**src/design/skt_pkg.sv**
```systemverilog
`timescale 1ns / 1ps
package skt_pkg;

    localparam int MAX_KEYS = 64;
    localparam int IDX_W    = 6;
    localparam int CNT_W    = 7;
    localparam int FRAC_W   = 16;

    localparam logic [1:0] REQ_INS = 2'd0;
    localparam logic [1:0] REQ_DEL = 2'd1;
    localparam logic [1:0] REQ_CLR = 2'd2;
    localparam logic [1:0] REQ_LKP = 2'd3;

    localparam logic [1:0] ST_OK     = 2'd0;
    localparam logic [1:0] ST_EMPTY  = 2'd1;
    localparam logic [1:0] ST_FULL   = 2'd2;
    localparam logic [1:0] ST_BADIDX = 2'd3;

    localparam logic [2:0] REG_TOL = 3'd0;

    typedef struct packed {
        logic [1:0]       req_type;
        logic [31:0]      key_time;
        logic [IDX_W-1:0] key_index;
    } t_req;

    typedef struct packed {
        logic [1:0]        status;
        logic [IDX_W-1:0]  lower_key;
        logic [IDX_W-1:0]  upper_key;
        logic [FRAC_W-1:0] blend_fraction;
        logic              was_created;
        logic [CNT_W-1:0]  key_total;
        logic [31:0]       track_length;
    } t_rsp;

    typedef struct packed {
        logic             cmp_en;
        logic             ins_en;
        logic             del_en;
        logic [IDX_W-1:0] pos;
        logic [31:0]      key_time;
        logic [15:0]      tol;
        logic [CNT_W-1:0] count;
        logic [IDX_W-1:0] sel;
    } t_cell_ctrl;

endpackage

```
**src/design/skt_div.sv**
```systemverilog
`timescale 1ns / 1ps
module skt_div
    import skt_pkg::*;
(
    input  logic              i_clk,
    input  logic              i_rst_n,
    input  logic              i_start,
    input  logic [31:0]       i_num,
    input  logic [31:0]       i_den,
    output logic              o_done,
    output logic [FRAC_W-1:0] o_quot
);

    logic              r_busy;
    logic [4:0]        r_cnt;
    logic [31:0]       r_rem;
    logic [31:0]       r_den;
    logic [FRAC_W-1:0] r_quot;
    logic              r_done;
    logic [32:0]       w_sh;
    logic [32:0]       w_sub;

    // remainder stays below the divisor, so one extra bit is enough
    assign w_sh  = {r_rem, 1'b0};
    assign w_sub = w_sh - {1'b0, r_den};

    always_ff @(posedge i_clk) begin
        if (!i_rst_n) begin
            r_busy <= 1'b0;
            r_done <= 1'b0;
            r_cnt  <= 5'd0;
        end else begin
            r_done <= 1'b0;
            if (i_start) begin
                r_busy <= 1'b1;
                r_cnt  <= 5'(FRAC_W);
                r_rem  <= i_num;
                r_den  <= i_den;
            end else if (r_busy) begin
                if (w_sh >= {1'b0, r_den}) begin
                    r_rem  <= w_sub[31:0];
                    r_quot <= {r_quot[FRAC_W-2:0], 1'b1};
                end else begin
                    r_rem  <= w_sh[31:0];
                    r_quot <= {r_quot[FRAC_W-2:0], 1'b0};
                end
                r_cnt <= r_cnt - 5'd1;
                if (r_cnt == 5'd1) begin
                    r_busy <= 1'b0;
                    r_done <= 1'b1;
                end
            end
        end
    end

    assign o_done = r_done;
    assign o_quot = r_quot;

endmodule

```
**config.mk**
```make
export PLATFORM = sky130hd
export DESIGN_NAME = skt_div
export DESIGN_NICKNAME = d
export VERILOG_FILES = /design/src/design/skt_pkg.sv /design/src/design/skt_div.sv
export SDC_FILE = /design/constraint.sdc
export NUM_CORES = 1
export LEC_CHECK = 0
export ABC_CLOCK_PERIOD_IN_PS = 3500
export BUFFER_PORTS_ARGS = -buffer_cell sky130_fd_sc_hd__buf_2
export CAP_MARGIN = 20
export CORE_MARGIN = 8
export CORE_UTILIZATION = 58
export CTS_CLUSTER_SIZE = 24
export DETAILED_ROUTE_END_ITERATION = 7
export HOLD_SLACK_MARGIN = 0.15
export PLACE_DENSITY = 0.83
export SLEW_MARGIN = 20
export SYNTH_ARGS = -nofsm -noshare
export SYNTH_HDL_FRONTEND = slang
export SYNTH_SLANG_ARGS = --single-unit
```
**constraint.sdc**
```tcl
create_clock -name i_clk -period 3.5 [get_ports i_clk]
set_input_delay 1.05 -clock i_clk [delete_from_list [all_inputs] [get_ports i_clk]]
set_output_delay 1.05 -clock i_clk [all_outputs]
set_load 0.02 [all_outputs]
```
==> metrics <==
status=complete, no violations; Filler cells=728; CP Launch Type=register; Die W=112.7 um; clock-pin slew on the worst setup and hold paths=0.10 ns; placed cell count=713; min-delay src=o_quot[8]$_DFFE_PP_; Post-Syn Nets=631; initial antenna violation count=0; total setup buffers inserted after CTS=0; YS warnings=0; mapped cell area=0.005425 mm2; post-cts resize count=0; Synth Flop Type=edfxtp_1; maxcap violations=0; Vias/cell=5.841; Reg area=0.002542 mm2; CTS tree=yes; area of the die=0.01270 mm2; largest family of logic cells by synthesized area=compound AO/OA/AOI/OAI gates; Pins Over Slew Limit=0; Residual DRC=0; Crit Path Max Fanout=16; cells after synthesis=529; mux cell area share after synthesis=5.051%; routed vias=4258; Critical Path End Type=register; relative slew slack=38.97%; fmax=308.4 MHz; port bufs=83; post-synthesis compound-gate area fraction=16.90%; Worst EP required=3.63 ns; R2R depth=10; Inserted Clock Buffers=9; simple-gate area share of the yosys netlist=13.86%; Setup crit start=r_rem[2]$_DFFE_PP_; PD cells=469.2 mW/mm2; Peak supply drop=284.5 uV; Synth Area in XOR/XNOR=4.197%; root buffer cell=clkbuf_8; placer congestion estimate=0.8856; later-pin clock latency in the skew report=0.37 ns; Final Hold Viols=0; grt total ovfl=0; ratio of cells with drive above 1 in the final layout=20.06%; setup_tns=0 ns; RSZ-0062 raised after global routing=false; Ports=84; Hold Path Cell Cnt=0; Max clock buf depth=2; HP Class=reg -> reg; Finished Layout Cells=729; Netlist cell types=62; Area Growth Syn to Fin=13.63%; Seq/Total Area, Yosys=46.86%; Post-DP HPWL=9538 um; min cycle time layout=3.242 ns; Antenna diodes=0; LEAKAGE=2.647 nW; Final setup viols=0; nets=715; Initial Util=59.28%; Crit Path Class=reg -> reg; Multi-input gate area=0.002616 mm2; core box area=0.009153 mm2; cts hold-fix bufs=0; clk sinks=87; count of flip-flops with a built-in enable after synthesis=80; vias in the first global route=4399; Final ANT Viol Nets=0; Synth Area in Adders=8.210%; RR Startpoint=r_rem[2]$_DFFE_PP_; first-pass GRT wire length=20760 um; arrival time worst endpoint=3.37 ns; flops & latches, synth=87; Layout Utilization=67.35%; # rows=35; Tcrit/Tclk final=92.64%; ys async rst share=0%; synthesized area per cell=10.26 um2; DR WL/cell=17.25 um; pin count of the biggest net entering global routing=33; Chip Height=112.7 um; H-tree depth=3; final WL=12580 um; initial DRC count=305; clock skew=0.01081 ns; Initial DRT Pass Iterations=5; worst slew pin tran=0.8924 ns; GRT Util Overall=20.12%
-- cell usage in the layout, fill, tap and decap left out, types with 4 or more instances in the layout --
master,n
buf_4,12
o21a_1,8
and2_1,5
nand4_1,7
or3_1,5
nor2b_1,9
a21o_1,20
edfxtp_1,80
xor2_1,10
nand3_1,15
a211oi_1,4
dfxtp_1,7
o211ai_1,5
o21ai_1,16
inv_1,41
mux2i_1,15
a21oi_1,39
o21bai_1,6
mux2_2,6
buf_2,83
o31ai_1,4
nor2_1,26
o221ai_1,4
nand3b_1,5
nand2b_1,5
o21ai_0,14
nor3_1,13
xnor2_1,16
mux2_1,5
clkbuf_8,10
nand2_1,46
ha_1,34
-- cell type report --
class / instances / area share, %
clock buffers: 10 / 2.233
clock inverters: 6 / 0.9742
inverters: 43 / 2.659
multi-input cells: 377 / 42.44
flip-flops and latches: 87 / 41.24
well taps: 111 / 2.253
repair buffers: 95 / 8.200
-- sequential cells by signal, summed over array words and instances, names as in the netlist --
| name | cells |
|---|---|
| r_busy | 1 |
| r_rem | 32 |
| o_done | 1 |
| r_cnt | 5 |
| r_den | 32 |
| o_quot | 16 |
-- synthesized netlist by cell type (6+ instances only) --
library cell   n  area (um2)
xnor2_1       16       140.1
nor3_1        13       65.06
o21ai_0       14       70.07
o21ai_1       16       80.08
o21bai_1       6       45.04
nand2_1       46       172.7
inv_1         41       153.9
nor2_1        26       97.59
ha_1          34       425.4
o21a_1         8       60.06
mux2_2         6       67.56
nand3_1       15       75.07
nor2b_1        9       56.30
a21oi_1       39       195.2
nand4_1        7       43.79
xor2_1        10       87.58
dfxtp_1        7       140.1
mux2i_1       15       150.1
a21o_1        20       150.1
edfxtp_1      80        2402
clkbuf_1      13       48.80
-- worst paths after layout --
kind / end / slack, ns
setup reg to reg: r_rem[8]$_DFFE_PP_ / 0.26
setup / recovery: r_rem[8]$_DFFE_PP_ / 0.26
hold / removal: o_quot[9]$_DFFE_PP_ / 0.45
hold reg to reg: o_quot[9]$_DFFE_PP_ / 0.45
-- critical path, stage by stage (launching register included) --
cell      delay (ns)
edfxtp_1        0.40
ha_1            0.39
nand3_1         0.14
o21bai_4        0.21
a211oi_2        0.23
nor3_2          0.12
a2111o_1        0.42
a21o_1          0.22
inv_4           0.22
mux2_1          0.36
mux2_2          0.26
-- where the power goes --
group | internal, mW | switching [mW]
Sequential | 1.23 | 0.0388
Clock | 0.297 | 0.412
Combinational | 0.386 | 0.524
-- logic make-up after synthesis --
family,after synthesis
xor+xnor,26
mux,26
simple gates,150
flops,87
buf+inv,65
compound gates,140
fa+ha+maj,35
-- metal layers --
metal | GRT usage, % | up-vias | share of wire (%)
met5 | 0 | - | 0
li1 | - | 2114 | -
met1 | 25.05 | 2004 | 46
met4 | 6.745 | 0 | 1.6
met2 | 34.56 | 123 | 48
met3 | 3.514 | 17 | 4.2
-- metrics by stage --
stage	hold WS, ns	instance area (um2)	setup WS, ns	power, mW
2_1_floorplan	0.4685	5425	0.5432	1.968
3_3_place_gp	0.4259	5967	0.4225	2.161
3_5_place_dp	0.4332	5967	0.3148	2.189
4_1_cts	0.4510	6165	0.2803	2.900
5_1_grt	0.4760	6165	0.06923	3.043
6_report	0.4453	6165	0.2576	2.893
(Power assumes the default switching activity.)
