`src/design/skt_pkg.sv`:
```
`timescale 1ns / 1ps
package skt_pkg;

    localparam int MAX_KEYS = 64;
    localparam int IDX_W    = 6;
    localparam int CNT_W    = 7;
    localparam int FRAC_W   = 16;

    localparam logic [1:0] REQ_INS = 2'd0;
    localparam logic [1:0] REQ_DEL = 2'd1;
    localparam logic [1:0] REQ_CLR = 2'd2;
    localparam logic [1:0] REQ_LKP = 2'd3;

    localparam logic [1:0] ST_OK     = 2'd0;
    localparam logic [1:0] ST_EMPTY  = 2'd1;
    localparam logic [1:0] ST_FULL   = 2'd2;
    localparam logic [1:0] ST_BADIDX = 2'd3;

    localparam logic [2:0] REG_TOL = 3'd0;

    typedef struct packed {
        logic [1:0]       req_type;
        logic [31:0]      key_time;
        logic [IDX_W-1:0] key_index;
    } t_req;

    typedef struct packed {
        logic [1:0]        status;
        logic [IDX_W-1:0]  lower_key;
        logic [IDX_W-1:0]  upper_key;
        logic [FRAC_W-1:0] blend_fraction;
        logic              was_created;
        logic [CNT_W-1:0]  key_total;
        logic [31:0]       track_length;
    } t_rsp;

    typedef struct packed {
        logic             cmp_en;
        logic             ins_en;
        logic             del_en;
        logic [IDX_W-1:0] pos;
        logic [31:0]      key_time;
        logic [15:0]      tol;
        logic [CNT_W-1:0] count;
        logic [IDX_W-1:0] sel;
    } t_cell_ctrl;

endpackage

```
`src/design/skt_cell.sv`:
```
`timescale 1ns / 1ps
module skt_cell
    import skt_pkg::*;
(
    input  logic             i_clk,
    input  t_cell_ctrl       i_ctrl,
    input  logic [IDX_W-1:0] i_cell_idx,
    input  logic [31:0]      i_left,
    input  logic [31:0]      i_right,
    output logic [31:0]      o_time,
    output logic             o_match,
    output logic             o_gt,
    output logic             o_le,
    output logic [31:0]      o_sel_time
);

    logic [31:0] r_time;
    logic        r_match;
    logic        r_gt;
    logic        r_le;
    logic        w_valid;
    logic [31:0] w_diff;

    assign w_valid = {1'b0, i_cell_idx} < i_ctrl.count;
    assign w_diff  = (r_time >= i_ctrl.key_time) ? (r_time - i_ctrl.key_time)
                                                 : (i_ctrl.key_time - r_time);

    always_ff @(posedge i_clk) begin
        if (i_ctrl.cmp_en) begin
            r_match <= w_valid && (w_diff < {16'd0, i_ctrl.tol});
            r_gt    <= w_valid && (r_time > i_ctrl.key_time);
            r_le    <= w_valid && (r_time <= i_ctrl.key_time);
        end
        // insert opens a gap at pos, delete closes the gap at pos
        if (i_ctrl.ins_en) begin
            if (i_cell_idx == i_ctrl.pos) begin
                r_time <= i_ctrl.key_time;
            end else if (i_cell_idx > i_ctrl.pos) begin
                r_time <= i_left;
            end
        end else if (i_ctrl.del_en) begin
            if (i_cell_idx >= i_ctrl.pos) begin
                r_time <= i_right;
            end
        end
    end

    assign o_time     = r_time;
    assign o_match    = r_match;
    assign o_gt       = r_gt;
    assign o_le       = r_le;
    assign o_sel_time = (i_cell_idx == i_ctrl.sel) ? r_time : 32'd0;

endmodule

```
`config.mk`:
```
export PLATFORM = sky130hd
export DESIGN_NAME = skt_cell
export DESIGN_NICKNAME = d
export VERILOG_FILES = /design/src/design/skt_pkg.sv /design/src/design/skt_cell.sv
export SDC_FILE = /design/constraint.sdc
export NUM_CORES = 1
export LEC_CHECK = 0
export ABC_AREA = 0
export BUFFER_PORTS_ARGS = -buffer_cell sky130_fd_sc_hd__buf_2
export CORE_MARGIN = 5
export CORE_UTILIZATION = 59
export CTS_BUF_LIST = sky130_fd_sc_hd__clkbuf_4 sky130_fd_sc_hd__clkbuf_8
export CTS_CLUSTER_SIZE = 12
export DETAILED_ROUTE_END_ITERATION = 8
export GPL_TIMING_DRIVEN = 0
export PLACE_DENSITY = 0.95
export SYNTH_ARGS = -nofsm -noshare
export SYNTH_HDL_FRONTEND = slang
export SYNTH_SLANG_ARGS = --single-unit
export TNS_END_PERCENT = 30
```
`constraint.sdc`:
```
create_clock -name i_clk -period 12.97 [get_ports i_clk]
set_input_delay 2.594 -clock i_clk [delete_from_list [all_inputs] [get_ports i_clk]]
set_output_delay 2.594 -clock i_clk [all_outputs]
set_load 0.05 [all_outputs]
```
==> run summary <==
result of the run -> finished, final reports clean
Die Area -> 0.0135 mm2
Data required, critical path -> 13060 ps
met3 Use GR -> 8.70%
met2 Track Usage GR -> 59.3%
distinct cell type count after synthesis -> 77
crit path kind -> primary input to register
Reg-to-Reg Start -> o_time[0]
RSZ-0062 raised after global routing -> no
Tightest Pin Transition -> 904 ps
Critical Path AT -> 8500 ps
critical path capture point type -> register
post-place setup slack -> 4610 ps
Hold Violations, Final -> 0
most frequent cells in the layout -> 223 x sky130_fd_sc_hd__buf_2, 113 x sky130_fd_sc_hd__a21oi_1, 101 x sky130_fd_sc_hd__inv_1, 89 x sky130_fd_sc_hd__ha_1, 72 x sky130_fd_sc_hd__nor2_1
worst hold slack -> 1100 ps
xor/xnor cell area share of the yosys netlist -> 3.56%
Clock Pin Slew Worst Setup and Hold Paths -> 80 ps
multiplexer share of the synthesized area -> 6.82%
post-cts repair resize count -> 0
switching pwr -> 0.000443 W
setup slack after layout -> 4570 ps
die width -> 116 um
count of non-filler cells in the finished layout -> 1232
global-route usage over all layers -> 37.0%
initial core utilization -> 60.7%
count of final max-slew check failures -> 0
Via density -> 6.38
Synth warnings -> 0
initial antenna violation count -> 0
post-route fraction of the period consumed by the critical path -> 64.8%
Worst IR Drop VDD -> 0.0877 mV
endpoint of the most critical register-to-register path -> o_match
kind of start point of the critical path -> primary input
most crowded layer after global routing -> met2
sequential fraction of the synthesis area -> 15.8%
Top FF cell, synth -> sky130_fd_sc_hd__edfxtp_1
vertical extent of the die -> 116 um
number of standard cells after synthesis -> 879
number of placement rows -> 38
worst relative slew slack -> 39.6%
cell area after synthesis -> 0.00664 mm2
DRC -> 0
internal power contribution -> 0.000394 W
Std-Cell Core Area -> 0.0109 mm2
area fraction in compound gates after synthesis -> 26.8%
detail-routed net length per standard cell -> 20.5 um
dominant combinational cell family by area after synthesis -> compound AO/OA/AOI/OAI gates
clock tree from TritonCTS -> yes
count of placed standard cells including taps -> 1225
grt met1 use -> 48.4%
synth-to-layout area growth -> 19.4%
number of cells on the worst reg-to-reg path -> 25
number of CTS-inserted buffers -> 5
Buffers on Ports -> 206
adder-cell share of the synthesized area -> 17.4%
critical path fanouts, max -> 10
post-detailed-route count of antenna-violating nets -> 0
final-layout setup total negative slack -> 0 ps
root buffer cell -> sky130_fd_sc_hd__clkbuf_8
final routed wirelength across all metal layers -> 25.3 mm
initial detailed-routing violation count -> 940
Seq cells post-synth -> 35
part of the total power dissipated in sequential elements -> 19.0%
first-pass GRT wire length -> 39.2 mm
Worst Hold Class -> register to register
fraction of power consumed by the clock network -> 9.1%
Achievable Freq -> 119 MHz
hold buffer count at cts -> 0
via count of the first global-routing pass -> 7511
placed wire-length estimate -> 20.7 mm
Clock Tree Buf Depth -> 2
async set-reset flop share out of synthesis -> 0%
startpoint of the most critical hold path -> o_time[25]
post-CTS setup buffers -> 0
share of synthesized cell area in and, or, nand and nor gates -> 19.8%
Endpoint, Worst Hold -> o_match
total of max-cap violations -> 0
Switching Share -> 52.9%
final-stage net count -> 1324
Synth Area per Inst -> 7.56 um2
EDFF count, synth -> 35
GPL Wtd Cong -> 1.03
via count -> 7864
clk_lat worst skew -> 290 ps
relative contribution of combinational cells to total power -> 71.9%
number of nets in the synthesized netlist -> 1111
Sinks on Clock Net -> 35
final standard cell utilization of the core -> 72.5%
worst hold stages -> 5
Final setup viols -> 0
leakage power summed over all cells -> 3.86 nW
clock skew after layout -> 8.60 ps
number of inserted diodes -> 0
maximum number of pins on one net before global-route repair -> 33
most common cell after layout, fill and taps aside -> sky130_fd_sc_hd__buf_2
post-layout minimum cycle time -> 8400 ps
power density normalized to cell area -> 106 mW/mm2
overflow left after global routing -> 0
share of layout cells above drive strength 1 -> 25.1%
depth of the CTS H-tree -> 2
first-pass iteration count of the detailed router -> 7
I/O pin cnt -> 208
setup slack on the worst flop-to-flop path -> 6350 ps
-- power by group through the flow --
stage                     clock network [W]  logic [W]  registers [W]
after floorplan                           0   0.000373       0.000208
after global placement                    0   0.000568       0.000160
after detailed placement                  0   0.000580       0.000160
after CTS                         0.0000740   0.000586       0.000158
after global routing              0.0000788   0.000653       0.000160
final                             0.0000764   0.000602       0.000159
-- per-stage QoR --
step	instance area (um2)	total power [W]
floorplan	6640	0.000582
global placement	7850	0.000728
detailed placement	7860	0.000740
CTS	7930	0.000818
global route	7930	0.000892
finish	7930	0.000837
-- sequential cells by signal, summed over array words and instances (netlist names) --
register	flops
o_match	1
o_le	1
o_gt	1
o_time	32
-- worst max path at each step --
| stage | depth (start not counted) | slack (ps) | end | startpoint |
|---|---|---|---|---|
| after global routing | 25 | 4210 | o_match | i_ctrl[29] |
| after detailed placement | 25 | 4610 | o_match | i_ctrl[29] |
| after CTS | 25 | 4860 | o_match | i_ctrl[29] |
| final | 25 | 4570 | o_match | i_ctrl[42] |
| after global placement | 25 | 4600 | o_match | i_ctrl[29] |
| after floorplan | 4 | 5790 | o_sel_time[10] | i_ctrl[1] |
-- metal layers --
layer	wire, um	vias up
li1	-	3616
met1	9660	3564
met2	11300	598
met3	3170	86
met4	1090	0
met5	0	-
-- final cells by class --
cell class | count | area, um2
timing repair buffer | 206 | 1030
multi-input combinational | 692 | 4940
clock buffer | 5 | 68.8
buffer | 50 | 273
sequential | 35 | 1050
clock inverter | 2 | 8.76
tap | 140 | 175
inverter | 102 | 383
fill | 846 | 3000
-- cell families (layout without fill, tap and decap cells) --
| group | count (synthesis) | after routing |
|---|---|---|
| AO/OA/AOI/OAI | 278 | 278 |
| XOR/XNOR | 27 | 27 |
| adder cells (fa/ha/maj) | 91 | 91 |
| buffers and inverters | 152 | 365 |
| flip-flops | 35 | 35 |
| multiplexers | 43 | 43 |
| AND/OR/NAND/NOR | 253 | 253 |
-- critical path, cell delays in order --
cell and delay (ps):
sky130_fd_sc_hd__buf_2 130, sky130_fd_sc_hd__inv_1 50, sky130_fd_sc_hd__ha_1 310, sky130_fd_sc_hd__buf_2 210, sky130_fd_sc_hd__a21oi_2 200, sky130_fd_sc_hd__o21ai_1 120, sky130_fd_sc_hd__a22oi_2 290, sky130_fd_sc_hd__a21oi_2 150
sky130_fd_sc_hd__nor2_1 450, sky130_fd_sc_hd__clkbuf_1 680, sky130_fd_sc_hd__buf_2 370, sky130_fd_sc_hd__nand3_1 100, sky130_fd_sc_hd__o21ai_0 110, sky130_fd_sc_hd__xnor2_1 150, sky130_fd_sc_hd__ha_1 260, sky130_fd_sc_hd__a21o_1 180
sky130_fd_sc_hd__a21oi_1 140, sky130_fd_sc_hd__nor2b_1 130, sky130_fd_sc_hd__a2111oi_1 540, sky130_fd_sc_hd__nand2_1 200, sky130_fd_sc_hd__nor3b_1 240, sky130_fd_sc_hd__nor4_1 120, sky130_fd_sc_hd__a2111oi_2 360, sky130_fd_sc_hd__nand4_1 140
sky130_fd_sc_hd__nor2_1 270
-- cell usage after synthesis, drive strengths merged, types with 2 or more instances --
| cell type | instances | area share, % |
|---|---|---|
| nor3b | 2 | 0.23 |
| fa | 2 | 0.60 |
| nand3 | 12 | 0.98 |
| ha | 89 | 17 |
| nand3b | 2 | 0.23 |
| o221ai | 3 | 0.49 |
| a21oi | 120 | 9.4 |
| o31ai | 5 | 0.64 |
| nand4 | 17 | 1.9 |
| nor3 | 17 | 1.4 |
| a22oi | 4 | 0.60 |
| inv | 102 | 5.8 |
| a41oi | 2 | 0.26 |
| and3 | 8 | 0.90 |
| xor2 | 10 | 1.3 |
| buf | 27 | 2.8 |
| o221a | 2 | 0.34 |
| nor4b | 2 | 0.26 |
| nor4 | 36 | 3.6 |
| o31a | 2 | 0.26 |
| mux2 | 2 | 0.40 |
| o21a | 13 | 1.5 |
| and2 | 3 | 0.28 |
| a31oi | 9 | 0.85 |
| edfxtp | 35 | 16 |
| and4 | 3 | 0.43 |
| or3 | 6 | 0.57 |
| clkbuf | 23 | 1.3 |
| or2 | 2 | 0.19 |
| nor2b | 7 | 0.66 |
| a2111oi | 8 | 1.3 |
| a221o | 3 | 0.45 |
| o21bai | 7 | 0.79 |
| o21ai | 47 | 3.5 |
| mux2i | 41 | 6.4 |
| xnor2 | 17 | 2.2 |
| nand2b | 8 | 0.75 |
| a21o | 26 | 2.9 |
| nor2 | 74 | 4.2 |
| a211oi | 5 | 0.57 |
| o211ai | 12 | 1.4 |
| nand2 | 52 | 2.9 |
Power figures use the tool's default switching activity.
